`config.mk`:
```
export PLATFORM = sky130hd
export DESIGN_NAME = circle_outline_rasterizer_core_flat
export DESIGN_NICKNAME = d
export VERILOG_FILES = /design/src/rtl/cor_pkg.sv /design/src/rtl/cor_ifs.sv /design/src/rtl/circle_outline_rasterizer_core.sv /design/src/rtl/cor_job_fifo.sv /design/src/rtl/cor_front.sv /design/src/rtl/cor_back.sv /design/src/flat_wrapper.sv
export SDC_FILE = /design/constraint.sdc
export NUM_CORES = 1
export LEC_CHECK = 0
export ABC_AREA = 1
export BUFFER_PORTS_ARGS = -buffer_cell sky130_fd_sc_hd__clkbuf_2
export CAP_MARGIN = 10
export CORE_MARGIN = 1
export CORE_UTILIZATION = 60
export CTS_CLUSTER_DIAMETER = 40
export CTS_CLUSTER_SIZE = 20
export DETAILED_ROUTE_END_ITERATION = 6
export PLACE_DENSITY = 0.79
export SYNTH_ARGS = -nofsm -noshare
export SYNTH_HDL_FRONTEND = slang
export SYNTH_SLANG_ARGS = --single-unit
```
`constraint.sdc`:
```
create_clock -name clk_i -period 5.67 [get_ports clk_i]
set_input_delay 0.2835 -clock clk_i [delete_from_list [all_inputs] [get_ports clk_i]]
set_output_delay 0.2835 -clock clk_i [all_outputs]
set_load 0.05 [all_outputs]
```
`src/rtl/cor_pkg.sv`:
```
`default_nettype none

package cor_pkg;

  localparam int unsigned FIELD_BITS      = 16;
  localparam int unsigned IN_RADIUS_BITS  = 12;
  localparam int unsigned PIXELS_PER_STEP = 8;

  // midpoint decision constants
  localparam int unsigned DEC_INIT      = 3;
  localparam int unsigned DEC_INC_KEEP  = 6;
  localparam int unsigned DEC_INC_STEP  = 10;

  typedef enum logic {
    OP_START = 1'b0,
    OP_STEP  = 1'b1
  } op_e;

  typedef struct packed {
    op_e                         operation;
    logic [FIELD_BITS-1:0]       center_x;
    logic [FIELD_BITS-1:0]       center_y;
    logic [IN_RADIUS_BITS-1:0]   radius;
    logic [FIELD_BITS-1:0]       draw_color;
  } in_item_t;

  typedef struct packed {
    logic [FIELD_BITS-1:0] pixel_x;
    logic [FIELD_BITS-1:0] pixel_y;
    logic [FIELD_BITS-1:0] dot_color;
    logic                  pixel_valid;
    logic                  last_of_run;
    logic                  circle_done;
  } out_item_t;

  // One octant point handed from front to back. Offsets are already reduced
  // modulo the coordinate width; valid = 0 marks a step taken while idle.
  typedef struct packed {
    logic [FIELD_BITS-1:0] cx;
    logic [FIELD_BITS-1:0] cy;
    logic [FIELD_BITS-1:0] minor;
    logic [FIELD_BITS-1:0] major;
    logic [FIELD_BITS-1:0] color;
    logic                  valid;
    logic                  done;
  } job_t;

  typedef struct packed {
    logic full;
    logic empty;
  } q_status_t;

endpackage

`default_nettype wire

```
`src/rtl/cor_ifs.sv`:
```
`default_nettype none

interface cor_in_if;
  logic              valid;
  logic              ready;
  cor_pkg::in_item_t data;

  modport source (output valid, output data, input ready);
  modport sink   (input valid, input data, output ready);
endinterface

interface cor_out_if;
  logic               valid;
  logic               ready;
  cor_pkg::out_item_t data;

  modport source (output valid, output data, input ready);
  modport sink   (input valid, input data, output ready);
endinterface

`default_nettype wire

```
`src/rtl/circle_outline_rasterizer_core.sv`:
```
// The first pixel of a step passes through the job queue and then the output register.
// Each step yields eight pixels, one pixel per cycle through the output register while
//   out_o.ready allows; a start yields no output, a step while idle one result.
// The job queue (QUEUE_DEPTH entries) lets new items be taken while pixels drain.
// Reset: asynchronous, active low; block comes up idle with empty queue.
`default_nettype none

module circle_outline_rasterizer_core #(
  parameter int unsigned RADIUS_BITS = 12,
  parameter int unsigned COORD_BITS  = 16,
  parameter int unsigned QUEUE_DEPTH = 2
) (
  input  wire logic clk_i,
  input  wire logic rst_ni,
  cor_in_if.sink    in_i,
  cor_out_if.source out_o
);

  // front -> queue
  logic               push;
  cor_pkg::job_t      job_wr;
  // queue -> back
  cor_pkg::job_t      job_rd;
  logic               pop;
  cor_pkg::q_status_t q_status;

  // Front: holds the midpoint state, turns each step into one octant job.
  cor_front #(
    .RADIUS_BITS (RADIUS_BITS),
    .COORD_BITS  (COORD_BITS)
  ) u_front (
    .clk_i      (clk_i),
    .rst_ni     (rst_ni),
    .in_i       (in_i),
    .q_status_i (q_status),
    .push_o     (push),
    .job_o      (job_wr)
  );

  // Short job queue decoupling the input side from pixel drain.
  cor_job_fifo #(
    .WIDTH ($bits(cor_pkg::job_t)),
    .DEPTH (QUEUE_DEPTH)
  ) u_queue (
    .clk_i    (clk_i),
    .rst_ni   (rst_ni),
    .push_i   (push),
    .wdata_i  (job_wr),
    .pop_i    (pop),
    .rdata_o  (job_rd),
    .status_o (q_status)
  );

  // Back: walks the eight mirror images of the queue head, one per cycle while out_o is ready.
  cor_back #(
    .COORD_BITS (COORD_BITS)
  ) u_back (
    .clk_i      (clk_i),
    .rst_ni     (rst_ni),
    .job_i      (job_rd),
    .q_status_i (q_status),
    .pop_o      (pop),
    .out_o      (out_o)
  );

  // A step transaction always leaves a job queued for the back end.
  assert property (@(posedge clk_i) disable iff (!rst_ni)
    (in_i.valid && in_i.ready && in_i.data.operation == cor_pkg::OP_STEP)
      |=> !q_status.empty)
    else $error("step transaction did not queue a job");

  // An idle-step result is a single, all-zero, done-marked result.
  assert property (@(posedge clk_i) disable iff (!rst_ni)
    (out_o.valid && !out_o.data.pixel_valid)
      |-> (out_o.data.last_of_run && out_o.data.circle_done &&
           out_o.data.pixel_x == '0 && out_o.data.pixel_y == '0 &&
           out_o.data.dot_color == '0))
    else $error("malformed idle-step result");

  // The queue is never popped while empty.
  assert property (@(posedge clk_i) disable iff (!rst_ni)
    pop |-> !q_status.empty)
    else $error("job queue popped while empty");

endmodule

`default_nettype wire

```
`src/rtl/cor_job_fifo.sv`:
```
`default_nettype none

module cor_job_fifo #(
  parameter int unsigned WIDTH = 8,
  parameter int unsigned DEPTH = 2
) (
  input  wire logic             clk_i,
  input  wire logic             rst_ni,
  input  wire logic             push_i,
  input  wire logic [WIDTH-1:0] wdata_i,
  input  wire logic             pop_i,
  output logic      [WIDTH-1:0] rdata_o,
  output cor_pkg::q_status_t    status_o
);

  localparam int unsigned PTR_BITS = (DEPTH > 1) ? $clog2(DEPTH) : 1;
  localparam int unsigned CNT_BITS = $clog2(DEPTH + 1);
  localparam logic [PTR_BITS-1:0] PTR_LAST = PTR_BITS'(DEPTH - 1);
  localparam logic [CNT_BITS-1:0] CNT_FULL = CNT_BITS'(DEPTH);

  logic [WIDTH-1:0]    mem_q [DEPTH];
  logic [PTR_BITS-1:0] wr_ptr_q, wr_ptr_d;
  logic [PTR_BITS-1:0] rd_ptr_q, rd_ptr_d;
  logic [CNT_BITS-1:0] count_q, count_d;
  logic                do_push, do_pop;

  assign status_o.full  = (count_q == CNT_FULL);
  assign status_o.empty = (count_q == '0);
  assign do_push = push_i && !status_o.full;
  assign do_pop  = pop_i && !status_o.empty;
  assign rdata_o = mem_q[rd_ptr_q];

  always_comb begin
    wr_ptr_d = wr_ptr_q;
    rd_ptr_d = rd_ptr_q;
    count_d  = count_q;
    if (do_push) begin
      wr_ptr_d = (wr_ptr_q == PTR_LAST) ? '0 : wr_ptr_q + 1'b1;
    end
    if (do_pop) begin
      rd_ptr_d = (rd_ptr_q == PTR_LAST) ? '0 : rd_ptr_q + 1'b1;
    end
    if (do_push && !do_pop) begin
      count_d = count_q + 1'b1;
    end else if (do_pop && !do_push) begin
      count_d = count_q - 1'b1;
    end
  end

  always_ff @(posedge clk_i or negedge rst_ni) begin
    if (!rst_ni) begin
      wr_ptr_q <= '0;
      rd_ptr_q <= '0;
      count_q  <= '0;
    end else begin
      wr_ptr_q <= wr_ptr_d;
      rd_ptr_q <= rd_ptr_d;
      count_q  <= count_d;
    end
  end

  always_ff @(posedge clk_i) begin
    if (do_push) begin
      mem_q[wr_ptr_q] <= wdata_i;
    end
  end

endmodule

`default_nettype wire

```
`src/rtl/cor_front.sv`:
```
`default_nettype none

module cor_front #(
  parameter int unsigned RADIUS_BITS = 12,
  parameter int unsigned COORD_BITS  = 16
) (
  input  wire logic               clk_i,
  input  wire logic               rst_ni,
  cor_in_if.sink                  in_i,
  input  wire cor_pkg::q_status_t q_status_i,
  output logic                    push_o,
  output cor_pkg::job_t           job_o
);

  localparam int unsigned DEC_BITS = RADIUS_BITS + 4;
  localparam int unsigned WIDE     = RADIUS_BITS + cor_pkg::FIELD_BITS;
  localparam int unsigned RWIDE    = RADIUS_BITS + cor_pkg::IN_RADIUS_BITS;

  logic [COORD_BITS-1:0]           cx_q, cy_q;
  logic [cor_pkg::FIELD_BITS-1:0]  color_q;
  logic [RADIUS_BITS-1:0]          minor_q, minor_d;
  logic signed [RADIUS_BITS:0]     major_q, major_d;
  logic [DEC_BITS-1:0]             dec_q, dec_d;
  logic                            active_q, active_d;

  logic                   accept, is_step;
  logic [RWIDE-1:0]       radius_w;
  logic [RADIUS_BITS-1:0] radius;
  logic [WIDE-1:0]        minor_w, major_w;
  logic [RADIUS_BITS:0]   minor_inc;
  logic [DEC_BITS-1:0]    minor_dec, major_dec;
  logic                   step_done;

  assign in_i.ready = !q_status_i.full;
  assign accept     = in_i.valid && in_i.ready;
  assign is_step    = (in_i.data.operation == cor_pkg::OP_STEP);
  assign push_o     = accept && is_step;

  assign radius_w = RWIDE'(in_i.data.radius);
  assign radius   = radius_w[RADIUS_BITS-1:0];

  // offsets are non-negative while active, so the low bits of major suffice
  assign minor_w   = WIDE'(minor_q);
  assign major_w   = WIDE'(major_q[RADIUS_BITS-1:0]);
  assign minor_dec = DEC_BITS'(minor_q);
  assign major_dec = DEC_BITS'(major_q[RADIUS_BITS-1:0]);
  assign minor_inc = {1'b0, minor_q} + 1'b1;

  always_comb begin
    minor_d  = minor_q;
    major_d  = major_q;
    dec_d    = dec_q;
    active_d = active_q;
    if (dec_q[DEC_BITS-1]) begin
      dec_d = dec_q + (minor_dec << 2) + DEC_BITS'(cor_pkg::DEC_INC_KEEP);
    end else begin
      dec_d   = dec_q + ((minor_dec - major_dec) << 2) + DEC_BITS'(cor_pkg::DEC_INC_STEP);
      major_d = major_q - 1'b1;
    end
    minor_d   = minor_inc[RADIUS_BITS-1:0];
    step_done = $signed({major_d[RADIUS_BITS], major_d}) < $signed({1'b0, minor_inc});
    active_d  = !step_done;
  end

  always_comb begin
    job_o.cx    = cor_pkg::FIELD_BITS'(cx_q);
    job_o.cy    = cor_pkg::FIELD_BITS'(cy_q);
    job_o.minor = cor_pkg::FIELD_BITS'(minor_w[COORD_BITS-1:0]);
    job_o.major = cor_pkg::FIELD_BITS'(major_w[COORD_BITS-1:0]);
    job_o.color = color_q;
    job_o.valid = active_q;
    job_o.done  = active_q ? step_done : 1'b1;
  end

  always_ff @(posedge clk_i or negedge rst_ni) begin
    if (!rst_ni) begin
      cx_q     <= '0;
      cy_q     <= '0;
      color_q  <= '0;
      minor_q  <= '0;
      major_q  <= '0;
      dec_q    <= '0;
      active_q <= 1'b0;
    end else if (accept) begin
      if (!is_step) begin
        cx_q     <= in_i.data.center_x[COORD_BITS-1:0];
        cy_q     <= in_i.data.center_y[COORD_BITS-1:0];
        color_q  <= in_i.data.draw_color;
        minor_q  <= '0;
        major_q  <= $signed({1'b0, radius});
        dec_q    <= DEC_BITS'(cor_pkg::DEC_INIT) - (DEC_BITS'(radius) << 1);
        active_q <= 1'b1;
      end else if (active_q) begin
        minor_q  <= minor_d;
        major_q  <= major_d;
        dec_q    <= dec_d;
        active_q <= active_d;
      end
    end
  end

endmodule

`default_nettype wire

```
`src/rtl/cor_back.sv`:
```
`default_nettype none

module cor_back #(
  parameter int unsigned COORD_BITS = 16
) (
  input  wire logic               clk_i,
  input  wire logic               rst_ni,
  input  wire cor_pkg::job_t      job_i,
  input  wire cor_pkg::q_status_t q_status_i,
  output logic                    pop_o,
  cor_out_if.source               out_o
);

  localparam int unsigned IDX_BITS = $clog2(cor_pkg::PIXELS_PER_STEP);
  localparam logic [IDX_BITS-1:0] IDX_LAST = IDX_BITS'(cor_pkg::PIXELS_PER_STEP - 1);

  logic [IDX_BITS-1:0]   idx_q, idx_d;
  logic                  out_valid_q, out_valid_d;
  cor_pkg::out_item_t    out_q, out_d;
  logic                  advance, is_last;
  logic [COORD_BITS-1:0] x_off, y_off, x_base, y_base, x_pix, y_pix;

  assign advance = !out_valid_q || out_o.ready;
  assign is_last = !job_i.valid || (idx_q == IDX_LAST);
  assign pop_o   = advance && !q_status_i.empty && is_last;

  // idx[2] swaps the roles of minor/major, idx[0]/idx[1] flip x/y sign
  always_comb begin
    x_base = job_i.cx[COORD_BITS-1:0];
    y_base = job_i.cy[COORD_BITS-1:0];
    x_off  = idx_q[2] ? job_i.major[COORD_BITS-1:0] : job_i.minor[COORD_BITS-1:0];
    y_off  = idx_q[2] ? job_i.minor[COORD_BITS-1:0] : job_i.major[COORD_BITS-1:0];
    x_pix  = idx_q[0] ? x_base - x_off : x_base + x_off;
    y_pix  = idx_q[1] ? y_base - y_off : y_base + y_off;
  end

  always_comb begin
    out_d       = out_q;
    out_valid_d = out_valid_q;
    idx_d       = idx_q;
    if (advance) begin
      out_valid_d = !q_status_i.empty;
      if (job_i.valid) begin
        out_d.pixel_x   = cor_pkg::FIELD_BITS'(x_pix);
        out_d.pixel_y   = cor_pkg::FIELD_BITS'(y_pix);
        out_d.dot_color = job_i.color;
      end else begin
        out_d.pixel_x   = '0;
        out_d.pixel_y   = '0;
        out_d.dot_color = '0;
      end
      out_d.pixel_valid = job_i.valid;
      out_d.last_of_run = is_last;
      out_d.circle_done = job_i.done;
      if (!q_status_i.empty) begin
        idx_d = is_last ? '0 : idx_q + 1'b1;
      end
    end
  end

  always_ff @(posedge clk_i or negedge rst_ni) begin
    if (!rst_ni) begin
      idx_q       <= '0;
      out_valid_q <= 1'b0;
    end else begin
      idx_q       <= idx_d;
      out_valid_q <= out_valid_d;
    end
  end

  always_ff @(posedge clk_i) begin
    out_q <= out_d;
  end

  assign out_o.valid = out_valid_q;
  assign out_o.data  = out_q;

endmodule

`default_nettype wire
```
`src/flat_wrapper.sv`:
```
// flat-port wrapper written by rule: the top's interface ports become plain ports
module circle_outline_rasterizer_core_flat 
#(
  parameter int unsigned RADIUS_BITS = 12,
  parameter int unsigned COORD_BITS  = 16,
  parameter int unsigned QUEUE_DEPTH = 2
)
  (clk_i, rst_ni, in_i_valid, in_i_data, in_i_ready, out_o_valid, out_o_data, out_o_ready);
  cor_in_if in_i_i ();
  cor_out_if out_o_i ();
  input  wire logic clk_i;
  input  wire logic rst_ni;
  input wire logic [$bits(in_i_i.valid)-1:0] in_i_valid;
  input wire logic [$bits(in_i_i.data)-1:0] in_i_data;
  output wire logic [$bits(in_i_i.ready)-1:0] in_i_ready;
  output wire logic [$bits(out_o_i.valid)-1:0] out_o_valid;
  output wire logic [$bits(out_o_i.data)-1:0] out_o_data;
  input wire logic [$bits(out_o_i.ready)-1:0] out_o_ready;
  assign in_i_i.valid = in_i_valid;
  assign in_i_i.data = in_i_data;
  assign in_i_ready = in_i_i.ready;
  assign out_o_valid = out_o_i.valid;
  assign out_o_data = out_o_i.data;
  assign out_o_i.ready = out_o_ready;
  circle_outline_rasterizer_core #(.RADIUS_BITS(RADIUS_BITS), .COORD_BITS(COORD_BITS), .QUEUE_DEPTH(QUEUE_DEPTH)) u_core (.clk_i(clk_i), .rst_ni(rst_ni), .in_i(in_i_i), .out_o(out_o_i));
endmodule
```
* After elaboration in Yosys (flattened, before gate mapping) *
Memory sizes are Yosys's and may differ from the RTL's.
Cells that the tools add are included.

operators by class
  eq/ne operators = 3
  reduce and logical (&&, ||, !) cells = 22
  mux-type cells = 22
  magnitude comparators = 1
  bitwise operators = 2
  add/sub/neg operators = 17

operators by type and width
  cell                   number
  $mux 16                7
  $add 16x16->16         3
  $mux 13                3
  $sub 16x16->16         2
  $mux 12                2
  $add 16x14->16         1
  $add 16x3->16 const B  1
  $add 16x4->16 const B  1
  $lt 13x14->1           1
  $sub 2x13->14 const A  1
  $add 12x1->13 const B  1
  $sub 12x12->13         1
  $sub 13x1->13 const B  1
  $logic_and 1x1->1      8
  $logic_not 1->1        7
  $mux 1                 7
  $reduce_and 2->1       3
  $mux 2                 2
  $add 3x1->3 const B    1
  $eq 3x3->1 const B     1
  $mux 3                 1
  $add 1x1->1 const B    2
  $add 2x1->2 const B    1
  $eq 2x2->1 const B     1
  other kinds (6)        8

word-level totals
  word-level logic and storage cells = 86
  bits in writable memories = 148
  memories = 1
  register bits after elaboration = 149
  output and inout bits = 53

memory list
  memory                depth  bits a word  rd ports  clocked after memory_dff  write ports  line                RTL
  u_core.u_queue.mem_q  2      74           1         0                         1            cor_job_fifo.sv:21  logic [WIDTH-1:0] mem_q [DEPTH];

* Logic depth before layout (Yosys ltp) *
Gate-level depths: netlist (run 1).

  depth in word-level cells = 9
  mapped depth = 25
  gate-level depth less buffers = 25

* Cells and area by module *
From an unflattened synthesis (run 1), not the netlist that was laid out.

unflattened totals
  cell total of the unflattened synthesis = 2080
  area, all modules = 17912.2 µm²

by module, submodules not included
  module        area an instance (µm²)  instances  sequential area each (µm²)  cells an instance
  cor_front     6934.2                  1          2227.1                      962
  cor_job_fifo  6221.0                  1          5024.8                      460
  cor_back      4757.1                  1          1631.6                      658

* Least setup slack after synthesis (run 1) *
Ideal clock, no wire load.

  path type = reg2reg
  from = reg u_core.u_queue.count_q[0]
  to = mem u_core.u_queue.mem_q[0][0] in the netlist's numbering, enable pin
  stages on the path, launching flop included = 7
  path buffers = 0
  setup time = 0.506 ns
  clock period less this slack = 4.790 ns
  required time = 5.164 ns
  arrival = 4.284 ns
  path slack = 0.880 ns
  path through = dfrtp_1 > inv_1 > nand2_1 > nand2_1 > nor2_2 > inv_1 > nor2_1

between the ends
  longest elaborated chain between the ends = 7

ends and longest elaborated chain
  item                              line                RTL
  start, declared                   cor_job_fifo.sv:24  logic [CNT_BITS-1:0] count_q, count_d;
  start signal, assigned            cor_job_fifo.sv:58  count_q <= count_d;
  $eq 2x2->1 (*)                    cor_job_fifo.sv:27  assign status_o.full = (count_q == CNT_FULL);
  $logic_not 1->1 (*)               cor_front.sv:34     assign in_i.ready = !q_status_i.full;
  net in_i_ready                    flat_wrapper.sv:15  output wire logic [$bits(in_i_i.ready)-1:0] in_i_ready;
  $logic_and 1x1->1                 cor_front.sv:35     assign accept = in_i.valid && in_i.ready;
  $logic_and 1x1->1                 cor_front.sv:37     assign push_o = accept && is_step;
  $logic_and 1x1->1 (*)             cor_job_fifo.sv:29  assign do_push = push_i && !status_o.full;
  net u_core.u_queue.do_push        cor_job_fifo.sv:25  logic do_push, do_pop;
  $mux 1 (*)                        cor_job_fifo.sv:63  if (do_push) begin
  $mux 1 (implied by the code) (*)  cor_job_fifo.sv:64  mem_q[wr_ptr_q] <= wdata_i;
  end, declared                     cor_job_fifo.sv:21

Mark *: on every way through the listed nets, which the timed path passes. The rest lies on a longest branch.

* Final worst setup path (run 1) *
  from = reg u_core.u_queue.rd_ptr_q
  to = reg u_core.u_back.out_q (netlist bit u_core.u_back.out_o.data[44]) (data pin)

between the ends
  longest elaborated chain between the ends = 4

ends and longest elaborated chain
  item                                                     line                RTL
  start, declared                                          cor_job_fifo.sv:23  logic [PTR_BITS-1:0] rd_ptr_q, rd_ptr_d;
  start signal, assigned                                   cor_job_fifo.sv:57  rd_ptr_q <= rd_ptr_d;
  $mem_v2 2x74 (*)                                         --
  $mux 16                                                  cor_back.sv:31      x_off = idx_q[2] ? job_i.major[COORD_BITS-1:0] : job_i.minor[COORD_BITS-1:0];
  $add 16x16->16 / $sub 16x16->16 (equally long branches)  cor_back.sv:33      x_pix = idx_q[0] ? x_base - x_off : x_base + x_off;
  $mux 16                                                  cor_back.sv:33
  end signal, assigned                                     cor_back.sv:72      out_q <= out_d;
  end, declared                                            cor_back.sv:19      cor_pkg::out_item_t out_q, out_d;

Mark *: on every way between the ends. The rest lies on a longest branch, timed or not.
A chain may end at the register's enable or synchronous reset.

==> results.cfg, run 1 <==
[synthesis]
ys_seq_area_share_pct = 50.7
synth_most_common_cell = nand2_1
synth_top_area_share_pct = 36.1
synth.largest_area_cell = edfxtp_1
synth_cells = 1873
synth_top_cells_by_area = edfxtp_1 (36%), dfrtp_1 (15%), nand2_1 (14%)
synth_ff_type = edfxtp_1
synth_nets = 2055
syn_area_sq_um = 16600
synth.avg_cell_area_sq_um = 8.85
ys_types = 48
async_flop_share_pct = 32.8
yosysWarnings = 0
synth.ff_latch_count = 296
synth_edf_count = 199
yosys-top-cells-count = nand2_1 (629), edfxtp_1 (199), inv_1 (180)

[routing]
drt-pass1-iter-count = 6
drt_iter0_markers = 1049
viasPerCell = 5.68
drc = 0
totalWireLength_microns = 41000
via_count = 13703
ant_nets = 0
wire_per_inst_microns = 17.0

[worst_setup_path]
r2r.worst_path.cells = 16
end_kind = flop
worstPathMaxFanout = 59
reg2reg_from = u_core.u_queue.rd_ptr_q$_DFFE_PN0P_
r2r_slack_ns = 1.35
setup.worst_path.start_class = flop
rr_endpoint = u_core.u_back.out_o.data[44]$_SDFFCE_PN0N_
arrival_ns = 4.70
crit_type = reg -> reg
crit_required_ns = 6.05

[sta]
finalMaxSlewViolations = 0
fin_setup_tns_ns = 0
timing.fmax_ghz = 0.232
skew_ns = 0.0207
period_share_pct = 76.1
hold_viol = 0
tightest_slew_ns = 1.22
maxSlewHeadroom_pct = 18.6
setup_viol = 0
period_minus_slack_ns = 4.32
rsz0062_at_grt = false

[grt]
antenna_found_initial = 0
grt_first_pass_wirelength_microns = 65300
grt_overflow = 0
grt_pass1_vias = 13259
grt_max_degree = 75
grt_usage_pct = 29.3

[cells_and_area]
n_fill_cell = 1966
finish.instance_area_sq_um = 19400
final_nets = 2221
antennaDiodeCount = 0
syn2layout_area_growth_pct = 17.2
final_core_util_pct = 71.9
drive_gt1_share_pct = 12.7

[cts]
cts_sinks = 296
cts_buffer_depth = 3
post_cts_resized = 0
cts_max_level = 2
insertion_delay_ns = 0.55
cts_made_buffers = 41
cts-root-buf = clkbuf_16
cts_tree = built
clk_pin_slew_ns = 0.07

[min_path]
min_from = in_i_data[46]
whs_endpoint = u_core.u_front.cx_q[2]$_DFFE_PN0P_
hold_path.class = in -> reg
hold_depth = 3

[outcome]
status = completed

[placement]
globalplace.congestion = 0.937
placed_area_sq_um = 17400
dp.final_hpwl_microns = 27000
portBuffers = 117

[die]
core_sq_um = 27000
io_pins = 118
initial_core_util_pct = 61.3
die_area_sq_um = 28300
die_w_microns = 168
rows = 60
dieHeight_microns = 168

[run]
maxCapViolCount = 0
## placed cells by master (no fill, tap or decap), types with 12 or more instances in the layout
master	Yosys	final
clkbuf_16	0	41
o21ai_2	21	21
xor2_1	29	29
nand3_1	71	71
dlygate4sd3_1	0	48
dfrtp_1	97	96
nand2_1	629	629
ha_1	112	112
nor2_1	93	90
o21ai_1	12	12
xnor2_1	24	24
a21oi_1	105	105
clkbuf_2	0	116
inv_1	180	179
edfxtp_1	199	199
o21ai_0	122	122
## routing by layer
metal	share of wire, %	up-vias	GRT usage [%]
met5	0	-	0
met4	3.5	0	12.0
met3	6.6	116	3.83
met2	49	560	50.3
met1	41	6422	37.5
li1	-	6605	-
## cell families after synthesis
kind of cell | Yosys count | synth area share (%)
xor+xnor | 53 | 2.80
buf+inv | 238 | 5.81
fa+ha+maj | 117 | 9.06
simple gates | 849 | 20.6
flops | 296 | 50.7
compound gates | 318 | 10.9
mux | 2 | 0.121
## worst max path at each step
stage	startpoint	to	slack (ns)	cells after the start
4_1_cts	u_core.u_queue.rd_ptr_q$_DFFE_PN0P_	u_core.u_back.out_o.data[44]$_SDFFCE_PN0N_	1.39	16
6_report	u_core.u_queue.rd_ptr_q$_DFFE_PN0P_	u_core.u_back.out_o.data[44]$_SDFFCE_PN0N_	1.35	16
2_1_floorplan	u_core.u_queue.count_q[0]$_DFFE_PN0P_	u_core.u_queue.mem_q[0][0]$_DFFE_PP_	0.88	6
3_3_place_gp	u_core.u_queue.rd_ptr_q$_DFFE_PN0P_	u_core.u_back.out_o.data[34]$_SDFFCE_PN0N_	1.56	18
3_5_place_dp	u_core.u_queue.rd_ptr_q$_DFFE_PN0P_	u_core.u_back.out_o.data[34]$_SDFFCE_PN0N_	1.46	18
5_1_grt	u_core.u_queue.rd_ptr_q$_DFFE_PN0P_	u_core.u_back.out_o.data[50]$_SDFFCE_PN0N_	0.94	18
## sequential cells by signal, indices dropped and copies added (netlist names)
signal / cells
u_core.u_front.cx_q: 16
u_core.u_back.out_o.valid: 1
u_core.u_front.color_q: 16
u_core.u_queue.mem_q: 148
u_core.u_front.cy_q: 16
u_core.u_front.minor_q: 12
u_core.u_queue.rd_ptr_q: 1
u_core.u_front.major_q: 13
u_core.u_front.dec_q: 15
u_core.u_back.idx_q: 3
u_core.u_queue.wr_ptr_q: 1
u_core.u_front.active_q: 1
u_core.u_back.out_o.data: 51
u_core.u_queue.count_q: 2
## final cells by class
cell class / instances / area (sq um) / share of cell area (%)
Sequential cell: 296 / 8400 / 43.3
Multi-Input combinational cell: 1339 / 7230 / 37.2
Timing Repair Buffer: 173 / 1150 / 5.91
Clock buffer: 43 / 1040 / 5.37
Inverter: 188 / 708 / 3.65
Clock inverter: 33 / 458 / 2.36
Tap cell: 341 / 427 / 2.20
## through the flow
step	hold slack, ns	std cells	worst slack, ns
after CTS	0.00250	2410	1.39
final	0.0349	2413	1.35
after global placement	0.415	2288	1.56
after floorplan	-0.0121	1873	0.880
after global routing	0.0129	2413	0.942
after detailed placement	0.417	2288	1.46
## worst max-delay path: stages (launching register included)
cell and delay [ns]:
dfrtp_2 0.82, inv_4 0.43, nand2_1 0.20, nand3_1 0.09, o21ai_1 0.19, ha_1 0.25, nand3_1 0.15, o21ai_0 0.27
xnor2_1 0.12, ha_1 0.36, nand2_1 0.07, inv_1 0.09, nand3_1 0.06, o21ai_0 0.45, a21oi_1 0.15, or2_2 0.30
a21oi_1 0.13
## what timing repair did
item                                   4_1_cts  5_1_grt
hold buffers                                46        2
buffers inserted                             0        0
endpoints found under the hold margin       94        2
Power of run 1 is not shown: default switching activity piles up to over one toggle a cycle in this logic, so the estimate is an artifact.
==> inputs of run 2 (changes only) <==
--- a/config.mk
+++ b/config.mk
@@ -9,11 +9,11 @@
 export BUFFER_PORTS_ARGS = -buffer_cell sky130_fd_sc_hd__clkbuf_2
 export CAP_MARGIN = 10
 export CORE_MARGIN = 1
-export CORE_UTILIZATION = 60
+export CORE_UTILIZATION = 55
 export CTS_CLUSTER_DIAMETER = 40
 export CTS_CLUSTER_SIZE = 20
 export DETAILED_ROUTE_END_ITERATION = 6
-export PLACE_DENSITY = 0.79
+export PLACE_DENSITY = 0.77
 export SYNTH_ARGS = -nofsm -noshare
 export SYNTH_HDL_FRONTEND = slang
 export SYNTH_SLANG_ARGS = --single-unit
==> constraint.sdc (replaced) <==
create_clock -name clk_i -period 3.92 [get_ports clk_i]
set_input_delay 0.196 -clock clk_i [delete_from_list [all_inputs] [get_ports clk_i]]
set_output_delay 0.196 -clock clk_i [all_outputs]
set_load 0.05 [all_outputs]
==> results.cfg, run 2 (synthesized netlist as in run 1, its figures left out) <==
[min_path]
hold_path.class = in -> reg

[routing]
drt-pass1-iter-count = 5
drc = 0
viasPerCell = 5.48
ant_nets = 0
drt_iter0_markers = 1009
wire_per_inst_microns = 16.7
totalWireLength_microns = 41500
via_count = 13596

[sta]
period_minus_slack_ns = 3.58
maxSlewHeadroom_pct = 27.3
skew_ns = 0.0291
whs_ns = 0.0727
period_share_pct = 91.4
timing.fmax_ghz = 0.279
finalMaxSlewViolations = 0
setup_viol = 0
hold_viol = 0
tightest_slew_ns = 1.09

[cells_and_area]
mostFrequentLayoutCells = nand2_1 (629), edfxtp_1 (199), inv_1 (179)
regMostFlops = u_core.u_queue.mem_q
largest_register_ff_count = 148
drive_gt1_share_pct = 13.7
multiInputGateArea_sq_um = 7270
n_fill_cell = 2360
antennaDiodeCount = 0
final_nets = 2243
final_common_cell = nand2_1
syn2layout_area_growth_pct = 17.7
final_cells = 2479
layout.area.seq_sq_um = 8410

[worst_setup_path]
end_kind = flop
setup.worst_path.start_class = flop
worstPathMaxFanout = 35
crit_type = reg -> reg
slowest_delay_ns = 0.51
r2r_slack_ns = 0.34
arrival_ns = 3.86
crit_required_ns = 4.19
path_cells = inv_4 -> buf_4 -> o21ai_1 -> o21ai_2 -> nand2_1 -> nor2_1 -> o21a_1 -> nand2_1 -> xor2_1 -> ha_1 -> inv_1 -> o21bai_1 -> a21oi_1 -> nor2_1 -> a211oi_1 -> nand3_1 -> nand2_1 -> nor2_1
slowest_stage = dfrtp_2

[die]
die_w_microns = 176
initial_core_util_pct = 55.9
die_area_sq_um = 30800
rows = 63
io_pins = 118
dieHeight_microns = 176
core_sq_um = 29600

[cts]
cts_made_buffers = 36
insertion_delay_ns = 0.54
cts_max_level = 2
clk_pin_slew_ns = 0.06
cts-root-buf = clkbuf_16
cts_sinks = 296
cts_tree = built
cts_buffer_depth = 3

[outcome]
status = completed

[grt]
antenna_found_initial = 0
grt_overflow = 0
grt_usage_pct = 27.8
grt_max_degree = 75
grt_pass1_vias = 13669
grt_first_pass_wirelength_microns = 67500

[placement]
post-place-cells = 2359
globalplace.congestion = 0.964
dp.final_hpwl_microns = 29000
portBuffers = 117

[run]
maxCapViolCount = 0
run 2: worst max-delay path, delay by kind of cell (launching register included):
family	cells	cell delay (ns)
buffers and inverters	3	0.64
adder cells (fa/ha/maj)	1	0.35
flip-flops	1	0.51
AND/OR/NAND/NOR	7	0.57
AO/OA/AOI/OAI	6	1.11
XOR/XNOR	1	0.15
run 2: final timing paths:
kind,from,endpoint,cells past startpoint
max in group asynchronous,rst_ni,u_core.u_front.major_q[7]$_DFFE_PN0P_,3
hold / removal,in_i_data[17],u_core.u_front.major_q[1]$_DFFE_PN0P_,5
setup reg to reg,u_core.u_queue.rd_ptr_q$_DFFE_PN0P_,u_core.u_back.out_o.data[49]$_SDFFCE_PN0N_,18
hold reg to reg,u_core.u_front.cy_q[2]$_DFFE_PN0P_,u_core.u_queue.mem_q[1][44]$_DFFE_PP_,0
min in group asynchronous,rst_ni,u_core.u_front.cx_q[11]$_DFFE_PN0P_,2
setup / recovery,u_core.u_queue.rd_ptr_q$_DFFE_PN0P_,u_core.u_back.out_o.data[49]$_SDFFCE_PN0N_,18
run 2: cell type report:
| cell class | instances | area share (%) |
|---|---|---|
| well taps | 390 | 2.50 |
| inverters | 188 | 3.63 |
| clock buffers | 40 | 4.75 |
| flip-flops and latches | 296 | 43.1 |
| multi-input cells | 1339 | 37.3 |
| clock inverters | 26 | 1.61 |
| repair buffers | 200 | 7.10 |
run 2: repair_timing:
item	4_1_cts	5_1_grt
buffers inserted	0	5
hold endpoints to repair	105	0
setup endpoints to repair	0	8
resized for setup	0	10
hold buffers	49	0
run 2: stage by stage:
stage / utilization [%] / worst slack (ns) / TNS [ns] / cell area [sq um]
floorplan: - / -0.870 / -128.81 / 16600
global placement: 59.7 / 0.220 / 0 / 17700
detailed placement: 59.7 / 0.0747 / 0 / 17700
CTS: 65.5 / 0.0529 / 0 / 19400
global route: 65.8 / -0.0278 / -0.0278 / 19500
finish: 65.8 / 0.337 / 0 / 19500
run 2: metal layers:
metal  GRT usage (%)  wire (microns)  vias up
met5               0               0        -
met4            14.8            2080        0
met3            3.12            1990      117
met2            48.5           20600      450
met1            33.9           16800     6380
li1                -               -     6649
Power of run 2 is left out for the same reason.
==> inputs of run 3 (changes only) <==
--- a/config.mk
+++ b/config.mk
@@ -9,11 +9,13 @@
 export BUFFER_PORTS_ARGS = -buffer_cell sky130_fd_sc_hd__clkbuf_2
 export CAP_MARGIN = 10
 export CORE_MARGIN = 1
-export CORE_UTILIZATION = 55
+export CORE_UTILIZATION = 57
+export CTS_BUF_LIST = sky130_fd_sc_hd__clkbuf_8
 export CTS_CLUSTER_DIAMETER = 40
 export CTS_CLUSTER_SIZE = 20
 export DETAILED_ROUTE_END_ITERATION = 6
-export PLACE_DENSITY = 0.77
+export PLACE_DENSITY = 0.79
+export SETUP_SLACK_MARGIN = 0.1
 export SYNTH_ARGS = -nofsm -noshare
 export SYNTH_HDL_FRONTEND = slang
 export SYNTH_SLANG_ARGS = --single-unit
==> results.cfg, run 3 (synthesized netlist as in run 1, its figures left out) <==
[outcome]
status = completed

[worst_setup_path]
crit_type = reg -> reg
reg2reg_from = u_core.u_front.major_q[2]$_DFFE_PN0P_
end_kind = flop
crit_required_ns = 4.40
arrival_ns = 4.04
worstPathMaxFanout = 6
setup.worst_path.start_class = flop
cp-startpoint = u_core.u_front.major_q[2]$_DFFE_PN0P_

[grt]
antenna_found_initial = 0
grt_max_degree = 75
grt_overflow = 0
grt_first_pass_wirelength_microns = 67300
grt_usage_pct = 28.3
grt_pass1_vias = 13543

[placement]
dp.final_hpwl_microns = 28700
portBuffers = 117
globalplace.congestion = 0.925

[cells_and_area]
mostFrequentLayoutCells = nand2_1 (629), edfxtp_1 (199), inv_1 (180)
regMostFlops = u_core.u_queue.mem_q
largest_register_ff_count = 148
layout.area.seq_sq_um = 8410
final_nets = 2249
syn2layout_area_growth_pct = 16.1
multiInputGateArea_sq_um = 7290
final_common_cell = nand2_1
drive_gt1_share_pct = 14.6
n_fill_cell = 2254
antennaDiodeCount = 0

[cts]
cts_max_level = 2
cts_made_buffers = 39
insertion_delay_ns = 0.59
cts_tree = built
cts_buffer_depth = 3
clk_pin_slew_ns = 0.09
cts-root-buf = clkbuf_8
cts_sinks = 296

[die]
die_w_microns = 173
dieHeight_microns = 173
rows = 62
io_pins = 118
core_sq_um = 28600
initial_core_util_pct = 57.9
die_area_sq_um = 29800

[sta]
tightest_slew_ns = 1.19
maxSlewHeadroom_pct = 20.8
finalMaxSlewViolations = 0
rsz0062_at_grt = true
timing.fmax_ghz = 0.281
setup_viol = 0
period_minus_slack_ns = 3.55
period_share_pct = 90.7
skew_ns = 0.0441
whs_ns = 0.0292
hold_viol = 0

[routing]
totalWireLength_microns = 41000
viasPerCell = 5.44
wire_per_inst_microns = 16.5
drt-pass1-iter-count = 7
drc = 0
via_count = 13496
drt_iter0_markers = 1183
ant_nets = 0

[min_path]
hold_path.class = in -> reg
min_from = in_i_data[17]

[run]
maxCapViolCount = 0
-- run 3: cell types whose count changed in the layout (fill, tap and decap cells not counted), sizes merged --
cell      delta
clkinvlp     +3
inv          +3
bufinv       +2
clkinv       -2
buf          +3
-- run 3: path summary, 6_finish.rpt --
check | end | slack [ns] | cells past startpoint
worst max-delay path | u_core.u_front.dec_q[15]$_DFFE_PN0P_ | 0.37 | 22
worst min-delay path | u_core.u_front.major_q[1]$_DFFE_PN0P_ | 0.03 | 5
worst max register to register | u_core.u_front.dec_q[15]$_DFFE_PN0P_ | 0.37 | 22
worst min register to register | u_core.u_queue.mem_q[1][68]$_DFFE_PP_ | 0.44 | 0
max in group asynchronous | u_core.u_front.major_q[2]$_DFFE_PN0P_ | 2.69 | 3
min in group asynchronous | u_core.u_front.cx_q[2]$_DFFE_PN0P_ | 0.16 | 2
-- run 3: worst max-delay path: stages, from the launching register on --
cell and delay [ns]:
dfrtp_2 0.46, inv_1 0.11, ha_2 0.32, a21oi_2 0.17, o21ai_1 0.12, a31oi_2 0.26
o21ai_0 0.14, xnor2_1 0.18, inv_1 0.07, ha_1 0.27, ha_2 0.36, nand2_1 0.12
nor2_2 0.16, inv_1 0.05, nor2_1 0.08, nand2_1 0.07, nand3_1 0.11, nand2_1 0.06
nand2_1 0.05, nand3_1 0.06, nand2_1 0.07, nand2_1 0.05, a21oi_1 0.13
-- run 3: timing repair --
| action | CTS | global route |
|---|---|---|
| resized for setup | 0 | 23 |
| hold buffers | 49 | 0 |
| endpoints found under the setup margin | 0 | 13 |
| buffers inserted | 0 | 1 |
| endpoints found under the hold margin | 89 | 0 |
-- run 3: layout make-up --
class | count | area share (%)
Timing Repair Buffer | 203 | 7.26
Sequential cell | 296 | 43.7
Clock inverter | 32 | 2.12
Inverter | 188 | 3.68
Clock buffer | 40 | 2.86
Multi-Input combinational cell | 1339 | 37.9
Tap cell | 384 | 2.50
-- run 3: metal layers --
metal | vias up | share of wire (%) | global-route usage, %
met5 | - | 0 | 0
met4 | 0 | 3.5 | 11.1
met3 | 111 | 5.3 | 3.76
met2 | 427 | 48 | 48.0
met1 | 6317 | 43 | 36.8
li1 | 6641 | - | -
-- run 3: per-stage QoR --
stage               instance area, sq um  utilization, %  setup WS, ns  cells  TNS, ns
floorplan                          16600               -        -0.870   1873  -128.81
global placement                   17700            61.9         0.204   2360        0
detailed placement                 17700            61.9         0.263   2360        0
CTS                                19200            67.0         0.233   2481        0
global route                       19200            67.2        0.0222   2482        0
finish                             19200            67.2         0.365   2482        0
Power of run 3 is left out for the same reason.
